**src/hdl/timer_queue_engine_defines.svh**
```systemverilog
// Assertion macros for the timer queue engine.
`ifndef TIMER_QUEUE_ENGINE_DEFINES_SVH
`define TIMER_QUEUE_ENGINE_DEFINES_SVH
`ifndef NO_ASSERTIONS
`define TQE_ASSERT_NEXT(label, ante, cons, msg) \
   label: assert property (@(posedge clock) disable iff (reset) (ante) |=> (cons)) \
      else $error(msg);
`define TQE_ASSERT_ALWAYS(label, cond, msg) \
   label: assert property (@(posedge clock) disable iff (reset) (cond)) else $error(msg);
`else
`define TQE_ASSERT_NEXT(label, ante, cons, msg)
`define TQE_ASSERT_ALWAYS(label, cond, msg)
`endif
`endif

```
**src/hdl/tqe_pkg.sv**
```systemverilog
// Shared types, constants and functions of the timer queue engine.
`default_nettype none
package tqe_pkg;
   localparam int TIME_W           = 48;
   localparam int ID_W             = 32;
   localparam int SLOT_IDX_W       = 8;
   localparam int SLOTS_DEFAULT    = 16;
   localparam int MAX_FIRE_DEFAULT = 16;
   localparam int RESULT_CAP       = 16;

   localparam logic [1:0] KIND_ADD     = 2'd0;
   localparam logic [1:0] KIND_DELETE  = 2'd1;
   localparam logic [1:0] KIND_ADVANCE = 2'd2;

   typedef enum logic [1:0] {
      CMD_NONE,
      CMD_LOAD,
      CMD_CLEAR,
      CMD_FIRE
   } cmd_op_type;

   typedef struct packed {
      cmd_op_type              op;
      logic [SLOT_IDX_W-1:0]   idx;
      logic [TIME_W-1:0]       expiry;
      logic [ID_W-1:0]         id;
      logic [TIME_W-1:0]       period;
   } cmd_type;

   typedef struct packed {
      logic                    first_found;
      logic [TIME_W-1:0]       first_expiry;
      logic [ID_W-1:0]         first_id;
      logic [SLOT_IDX_W-1:0]   first_idx;
      logic                    match_found;
      logic [TIME_W-1:0]       match_expiry;
      logic [ID_W-1:0]         match_id;
      logic [SLOT_IDX_W-1:0]   match_idx;
      logic                    free_found;
      logic [SLOT_IDX_W-1:0]   free_idx;
   } carry_type;

   typedef enum logic [1:0] {
      ST_IDLE,
      ST_SETTLE,
      ST_DECIDE
   } state_type;

   function automatic logic [TIME_W-1:0] sat_add(input logic [TIME_W-1:0] a,
                                                 input logic [TIME_W-1:0] b);
      logic [TIME_W:0] s;
      s = {1'b0, a} + {1'b0, b};
      return s[TIME_W] ? {TIME_W{1'b1}} : s[TIME_W-1:0];
   endfunction

   function automatic logic earlier(input logic [TIME_W-1:0] ea, input logic [ID_W-1:0] ia,
                                    input logic [TIME_W-1:0] eb, input logic [ID_W-1:0] ib);
      return (ea < eb) || ((ea == eb) && (ia < ib));
   endfunction
endpackage
`default_nettype wire

```
**src/hdl/tqe_cell.sv**
```systemverilog
// One timer slot with its stage of the earliest, match and free search chain.
`default_nettype none
module tqe_cell #(
   parameter int INDEX = 0
) (
   input  wire logic               clock,
   input  wire logic               reset,
   input  wire tqe_pkg::cmd_type   cmd,
   input  wire logic [31:0]        target,
   input  wire tqe_pkg::carry_type carry_in,
   output tqe_pkg::carry_type      carry_out
);
   import tqe_pkg::*;

   logic                  valid_ff, valid_in;
   logic [TIME_W-1:0]     expiry_ff, expiry_in;
   logic [ID_W-1:0]       id_ff, id_in;
   logic [TIME_W-1:0]     period_ff, period_in;
   carry_type             carry_ff, carry_in_next;
   logic                  hit;

   assign hit = (cmd.idx == SLOT_IDX_W'(INDEX));

   always_comb begin
      valid_in  = valid_ff;
      expiry_in = expiry_ff;
      id_in     = id_ff;
      period_in = period_ff;
      if (hit) begin
         unique case (cmd.op)
            CMD_LOAD: begin
               valid_in  = 1'b1;
               expiry_in = cmd.expiry;
               id_in     = cmd.id;
               period_in = cmd.period;
            end
            CMD_CLEAR: valid_in = 1'b0;
            CMD_FIRE: begin
               if (period_ff != '0) expiry_in = sat_add(expiry_ff, period_ff);
               else valid_in = 1'b0;
            end
            default: ;
         endcase
      end
   end

   always_comb begin
      carry_in_next = carry_in;
      if (valid_ff && (!carry_in.first_found ||
          earlier(expiry_ff, id_ff, carry_in.first_expiry, carry_in.first_id))) begin
         carry_in_next.first_found  = 1'b1;
         carry_in_next.first_expiry = expiry_ff;
         carry_in_next.first_id     = id_ff;
         carry_in_next.first_idx    = SLOT_IDX_W'(INDEX);
      end
      if (valid_ff && (id_ff == target) && (!carry_in.match_found ||
          earlier(expiry_ff, id_ff, carry_in.match_expiry, carry_in.match_id))) begin
         carry_in_next.match_found  = 1'b1;
         carry_in_next.match_expiry = expiry_ff;
         carry_in_next.match_id     = id_ff;
         carry_in_next.match_idx    = SLOT_IDX_W'(INDEX);
      end
      if (!valid_ff && !carry_in.free_found) begin
         carry_in_next.free_found = 1'b1;
         carry_in_next.free_idx   = SLOT_IDX_W'(INDEX);
      end
   end

   always_ff @(posedge clock) begin
      if (reset) valid_ff <= 1'b0;
      else valid_ff <= valid_in;
      expiry_ff <= expiry_in;
      id_ff     <= id_in;
      period_ff <= period_in;
      carry_ff  <= carry_in_next;
   end

   assign carry_out = carry_ff;
endmodule
`default_nettype wire

```
**config.mk**
```make
export PLATFORM = sky130hd
export DESIGN_NAME = tqe_cell
export DESIGN_NICKNAME = d
export VERILOG_FILES = /design/src/hdl/timer_queue_engine_defines.svh /design/src/hdl/tqe_pkg.sv /design/src/hdl/tqe_cell.sv
export SDC_FILE = /design/constraint.sdc
export NUM_CORES = 1
export LEC_CHECK = 0
export ABC_AREA = 1
export BUFFER_PORTS_ARGS = -buffer_cell sky130_fd_sc_hd__buf_2
export CORE_MARGIN = 2
export CORE_UTILIZATION = 45
export DETAILED_ROUTE_END_ITERATION = 10
export PLACE_DENSITY_LB_ADDON = 0.3
export REMOVE_ABC_BUFFERS = 1
export SKIP_CTS_REPAIR_TIMING = 1
export SYNTH_ARGS = -nofsm -noshare
export SYNTH_HDL_FRONTEND = slang
export SYNTH_SLANG_ARGS = --single-unit
```
**constraint.sdc**
```tcl
create_clock -name clock -period 4.71 [get_ports clock]
set_clock_uncertainty 0.15 [all_clocks]
set_input_delay 1.413 -clock clock [delete_from_list [all_inputs] [get_ports clock]]
set_output_delay 1.413 -clock clock [all_outputs]
set_load 0.03 [all_outputs]
```
==> impl_metrics.ini, run 1 <==
[critical_path]
startpoint_type = flop
crit_end = expiry_ff[47]
worstPathMaxFanout = 16
cpPeakStageDelay_ns = 0.63
r2r-start = expiry_ff[0]
startpoint = expiry_ff[0]
cp_common_cell = nand2_1
worstSetupPathType = flop to flop
r2r_slack_ns = 1.08
cp.arrival_ns = 3.78
worst_path_max_delay_cell = a21oi_4
crit_chain = ha_1 > fa_1 > nand3_1 > nand3_2 > nand2_1 > nand2_1 > nand2_1 > nand2_2 > nand2_1 > nand3_2 > a21oi_4 > nand3_1 > nand2_1 > inv_1
required_ns = 4.86
critPathCaptureType = flop
r2r_end = expiry_ff[47]
reg2reg_depth = 14

[route]
wl_met2_mm = 35.9
drtAntennaViolNets = 0
met1_length_mm = 30.4
vias = 19900
wl_per_cell_microns = 20.1
wl_met3_mm = 5.98
firstDrtPassIters = 6
routed.top_layer = met4
drc = 0
drt-total-wl_mm = 76.9
drt_iter0_markers = 1681
detail_route.vias_per_cell = 5.19

[timing]
rsz0062_at_grt = false
fin_ws_ns = 1.08
maxSlewViolCount = 0
period_needed_ns = 3.63
setup-violations-final = 0
worstMarginPinSlew_ns = 1.10
relSlewSlack_pct = 26.7
setup_tns_ns = 0
hold_violations = 0
fmax_mhz = 275
fin_crit_sh_pct = 77.1

[synthesis]
ys_seq_elements = 316
synth-main-ff-cell = dfxtp_1
netlist-cell-type-count = 41
synth_seq_area_share_pct = 39.0
syn-cell-area_sq_mm = 0.0195
synth-async-reset-ratio_pct = 0
syn_avg_cell_area_sq_um = 7.35
synth_edf_count = 128
yosysWarningCount = 0
syn_inst = 2651

[floorplanning]
die_h_microns = 212
die-area_sq_mm = 0.0450
rows = 76
initial_core_util_pct = 45.4
dieWidth_microns = 212
core_area_sq_mm = 0.0429
ios = 546

[placed_design]
dp_hpwl_mm = 61.8
numPortBuffers = 545
preCtsSetupSlack_ns = 0.567
dpl_cell_area_sq_mm = 0.0228
finalWeightedCongestion = 0.991

[clock_tree]
clock_tree.htree_level_count = 2
clk_pin_slew_worst_paths_ns = 0.06
cts_max_path_buffers = 3
insertion_delay_ns = 0.56
cts_tree = built
root_buffer = clkbuf_16
cts_sinks = 316
cts_inserted_buffers = 37

[cells_and_area]
final_area_sq_mm = 0.0240
final_common_cell = nand2_1
final_cell_mix = nand2_1, buf_2, inv_1
drive_above_1_share_pct = 19.8
syn_to_final_growth_pct = 23.3
num-nets-final = 3753
fill_cells = 4182

[global_route]
grt_max_degree = 89
grt_pass1_wl_mm = 112
overflow = 0
grt_pass1_vias = 19100
antenna_found_initial = 28
grt_usage_pct = 33.4

[status]
status = finished clean

[power]
max-vdd-ir-drop_v = 0.000267
power_density_mw_per_mm2 = 278
leakagePower_uw = 0.0130

[worst_hold_path]
hold_path_class = flop to flop
min_from = id_ff[9]

[run]
maxCapViolCount = 0
## layout make-up
| type | instances | area [sq um] | share of cell area, % |
|---|---|---|---|
| clock buffers | 49 | 1040 | 4.34 |
| well taps | 585 | 732 | 3.05 |
| diodes | 29 | 72.6 | 0.302 |
| multi-input cells | 1857 | 9960 | 41.5 |
| repair buffers | 556 | 2890 | 12.0 |
| inverters | 419 | 1570 | 6.55 |
| flip-flops and latches | 316 | 7610 | 31.7 |
| clock inverters | 18 | 148 | 0.614 |
## critical path, delay by kind of cell, from the launching register on
family,cells,cell delay (ns)
DFF,1,0.50
AOI/OAI and AO/OA,1,0.63
and+or+nand+nor,10,1.36
buffers and inverters,1,0.04
adders and majority gates,2,0.70
## cell usage after synthesis (2+ instances only)
| cell | n | area, sq um |
|---|---|---|
| or2_2 | 7 | 43.8 |
| o21ai_0 | 37 | 185 |
| xor2_1 | 15 | 131 |
| o21bai_2 | 4 | 45.0 |
| nor3b_1 | 2 | 15.0 |
| ha_1 | 206 | 2580 |
| clkbuf_1 | 15 | 56.3 |
| dfxtp_1 | 188 | 3760 |
| inv_1 | 415 | 1560 |
| and2_1 | 2 | 12.5 |
| a21boi_0 | 12 | 90.1 |
| nand3_1 | 224 | 1120 |
| o21bai_1 | 13 | 97.6 |
| o22ai_1 | 7 | 43.8 |
| a21oi_1 | 138 | 691 |
| a211oi_1 | 2 | 15.0 |
| nor2_1 | 231 | 867 |
| xnor2_1 | 19 | 166 |
| nand2_2 | 3 | 18.8 |
| nand3_2 | 5 | 50.1 |
| inv_2 | 4 | 15.0 |
| nand2_1 | 836 | 3140 |
| nand3b_1 | 7 | 52.6 |
| nor4_1 | 17 | 106 |
| and3_1 | 2 | 12.5 |
| edfxtp_1 | 128 | 3840 |
| nand4_1 | 30 | 188 |
| buf_2 | 24 | 120 |
| a21o_1 | 6 | 45.0 |
| nor3_1 | 17 | 85.1 |
| buf_6 | 12 | 135 |
| buf_4 | 8 | 60.1 |
| o21a_1 | 7 | 52.6 |
## layer usage
layer	global-route usage, %	up-vias
met1	40.3	9211
met2	55.3	844
li1	-	9597
met4	20.2	0
met5	0	-
met3	6.19	220
## logic make-up after synthesis
kind of cell / Yosys count / synth area share, %
xor gates and xnor gates: 34 / 1.53
adders and majority gates: 207 / 13.3
DFF: 316 / 39.0
AOI/OAI and AO/OA: 230 / 6.70
and+or+nand+nor: 1386 / 29.4
buffers and inverters: 478 / 9.98
## worst min path at each step
stage                          end  slack (ns)  cells past startpoint
global placement    carry_out[118]        0.47                      2
finish               carry_out[26]        0.48                      2
detailed placement   carry_out[26]        0.45                      2
CTS                  carry_out[26]        0.47                      2
global route         carry_out[26]        0.50                      2
floorplan            carry_out[17]        0.37                      2
## registers in the layout, indices dropped and copies added (netlist names)
register / flops
id_ff: 32
valid_ff: 1
period_ff: 48
expiry_ff: 48
carry_out: 187
## power breakdown
group	switching (uW)	internal (uW)	leakage (uW)
registers	35.7	2930	0.00273
clock network	1200	1670	0.000589
logic	547	302	0.00972
## metrics by stage
stage / util (%) / total power (uW) / cells / hold WS, ns
final: 56.0 / 6690 / 3829 / 0.484
after global routing: 56.0 / 6910 / 3828 / 0.497
after CTS: 55.9 / 6720 / 3800 / 0.468
after global placement: 53.1 / 3850 / 3733 / 0.468
after detailed placement: 53.1 / 3860 / 3733 / 0.455
after floorplan: - / 3460 / 2592 / 0.369
Note: power is estimated with default switching activity, not from simulation.
==> run 2, diff against run 1 <==
==> constraint.sdc (replaced) <==
create_clock -name clock -period 3.39 [get_ports clock]
set_clock_uncertainty 0.15 [all_clocks]
set_input_delay 1.017 -clock clock [delete_from_list [all_inputs] [get_ports clock]]
set_output_delay 1.017 -clock clock [all_outputs]
set_load 0.03 [all_outputs]
==> run 2 against run 1 <==
Compared with the run above:
- first-iteration DRC count grew 10%
- total power grew 39%
- design area grew 1.6%
- sequential cell count is the same
- clock-buffer cell count shrank 2
- register-to-register slack lost 0.73 ns
- worst hold slack lost 0.032 ns
- wire length shrank 0.50%
- critical endpoint is now expiry_ff[44]
- largest cell class unchanged
- largest power group unchanged
==> impl_metrics.ini, run 2 (synthesized netlist as in run 1, its figures left out) <==
[critical_path]
worstPathMaxFanout = 5
cp.arrival_ns = 3.21
cp_common_cell = nand2_1
r2r-start = expiry_ff[24]
required_ns = 3.57
critPathCaptureType = flop
worst_path_max_delay_cell = edfxtp_1
reg2reg_depth = 12
startpoint_type = flop
r2r_slack_ns = 0.35
cpPeakStageDelay_ns = 0.54
r2r_end = expiry_ff[44]
startpoint = expiry_ff[24]
crit_chain = ha_1 > nand2_1 > nor2_1 > inv_1 > nor3_1 > nand2_1 > nand2_1 > nand2_1 > nand4_1 > nand2_1 > nor2_1 > nor2_1
worstSetupPathType = flop to flop

[status]
status = finished clean

[floorplanning]
ios = 546
die-area_sq_mm = 0.0450
initial_core_util_pct = 45.4
dieWidth_microns = 212
die_h_microns = 212
rows = 76
core_area_sq_mm = 0.0429

[global_route]
grt_pass1_wl_mm = 111
grt_pass1_vias = 19000
overflow = 0
grt_max_degree = 67
grt_usage_pct = 33.3
antenna_found_initial = 26

[power]
power_density_mw_per_mm2 = 380
leakagePower_uw = 0.0132
max-vdd-ir-drop_v = 0.000386

[route]
firstDrtPassIters = 6
drc = 0
drt_iter0_markers = 1851
vias = 19800
wl_per_cell_microns = 19.8
drtAntennaViolNets = 0
detail_route.vias_per_cell = 5.14
drt-total-wl_mm = 76.5

[timing]
fin_crit_sh_pct = 89.6
relSlewSlack_pct = 35.8
period_needed_ns = 3.04
worstMarginPinSlew_ns = 0.962
setup-violations-final = 0
hold_violations = 0
fmax_mhz = 329
maxSlewViolCount = 0
hold_ws_ns = 0.453
rsz0062_at_grt = false

[worst_hold_path]
min_from = reset
holdPathStages = 2
hold_path_class = input pin to flop
hold-path-endpoint = valid_ff

[clock_tree]
cts_sinks = 316
cts_inserted_buffers = 38
insertion_delay_ns = 0.58
clock_tree.htree_level_count = 2
root_buffer = clkbuf_16
cts_tree = built
cts_max_path_buffers = 3
clk_pin_slew_worst_paths_ns = 0.07

[cells_and_area]
final_common_cell = nand2_1
syn_to_final_growth_pct = 25.2
final_cell_mix = nand2_1, buf_2, inv_1
num-nets-final = 3784
finalNonFillerCells = 3858
largest_reg_flops = 187
multi_input_area_sq_mm = 0.00996
fill_cells = 4131
seqCellArea_sq_mm = 0.00761
final_area_sq_mm = 0.0244
drive_above_1_share_pct = 20.8

[placed_design]
dp.cells = 3763
dpl_cell_area_sq_mm = 0.0232
finalWeightedCongestion = 0.987
dp_hpwl_mm = 62.5
numPortBuffers = 545

[run]
maxCapViolCount = 0
==> run 2: worst max-delay path, delay by kind of cell (launching register included) <==
kind / cells / cell delay [ns]
buffers and inverters: 1 / 0.06
flip-flops: 1 / 0.54
AND/OR/NAND/NOR: 10 / 1.53
adder cells (fa/ha/maj): 1 / 0.49
==> run 2: cell type report <==
cell class | count | share of cell area (%)
multi-input combinational | 1857 | 40.8
inverter | 419 | 6.45
timing repair buffer | 586 | 13.4
tap | 585 | 3.00
sequential | 316 | 31.2
clock buffer | 47 | 4.25
antenna | 25 | 0.256
clock inverter | 23 | 0.636
==> run 2: per-stage QoR <==
step	util, %	setup TNS, ns	worst slack [ns]	total power, uW
floorplan	-	-266.43	-1.92	4810
global placement	54.0	-0.247	-0.0256	5370
detailed placement	54.0	-1.51	-0.0541	5390
CTS	56.8	0	0.388	9340
global route	56.9	0	0.170	9600
finish	56.9	0	0.353	9270
==> run 2: routing by layer <==
layer,track usage (%),routed length (microns),up-vias
li1,-,-,9654
met3,6.17,6230,172
met5,0,12,-
met2,55.3,35800,851
met1,41.4,30800,9145
met4,16.7,3630,2
==> run 2: how the worst max path moves through the flow <==
stage,depth (start not counted),slack (ns),end
6_report,12,0.35,expiry_ff[44]
5_1_grt,12,0.17,expiry_ff[44]
4_1_cts,11,0.39,expiry_ff[40]
3_5_place_dp,17,-0.05,carry_out[152]
3_3_place_gp,17,-0.03,carry_out[157]
2_1_floorplan,8,-1.92,carry_out[10]
==> run 2: where the power goes <==
part	switching [uW]	internal, uW
Clock	1750	2210
Combinational	759	439
Sequential	45.2	4070
Total	2550	6720
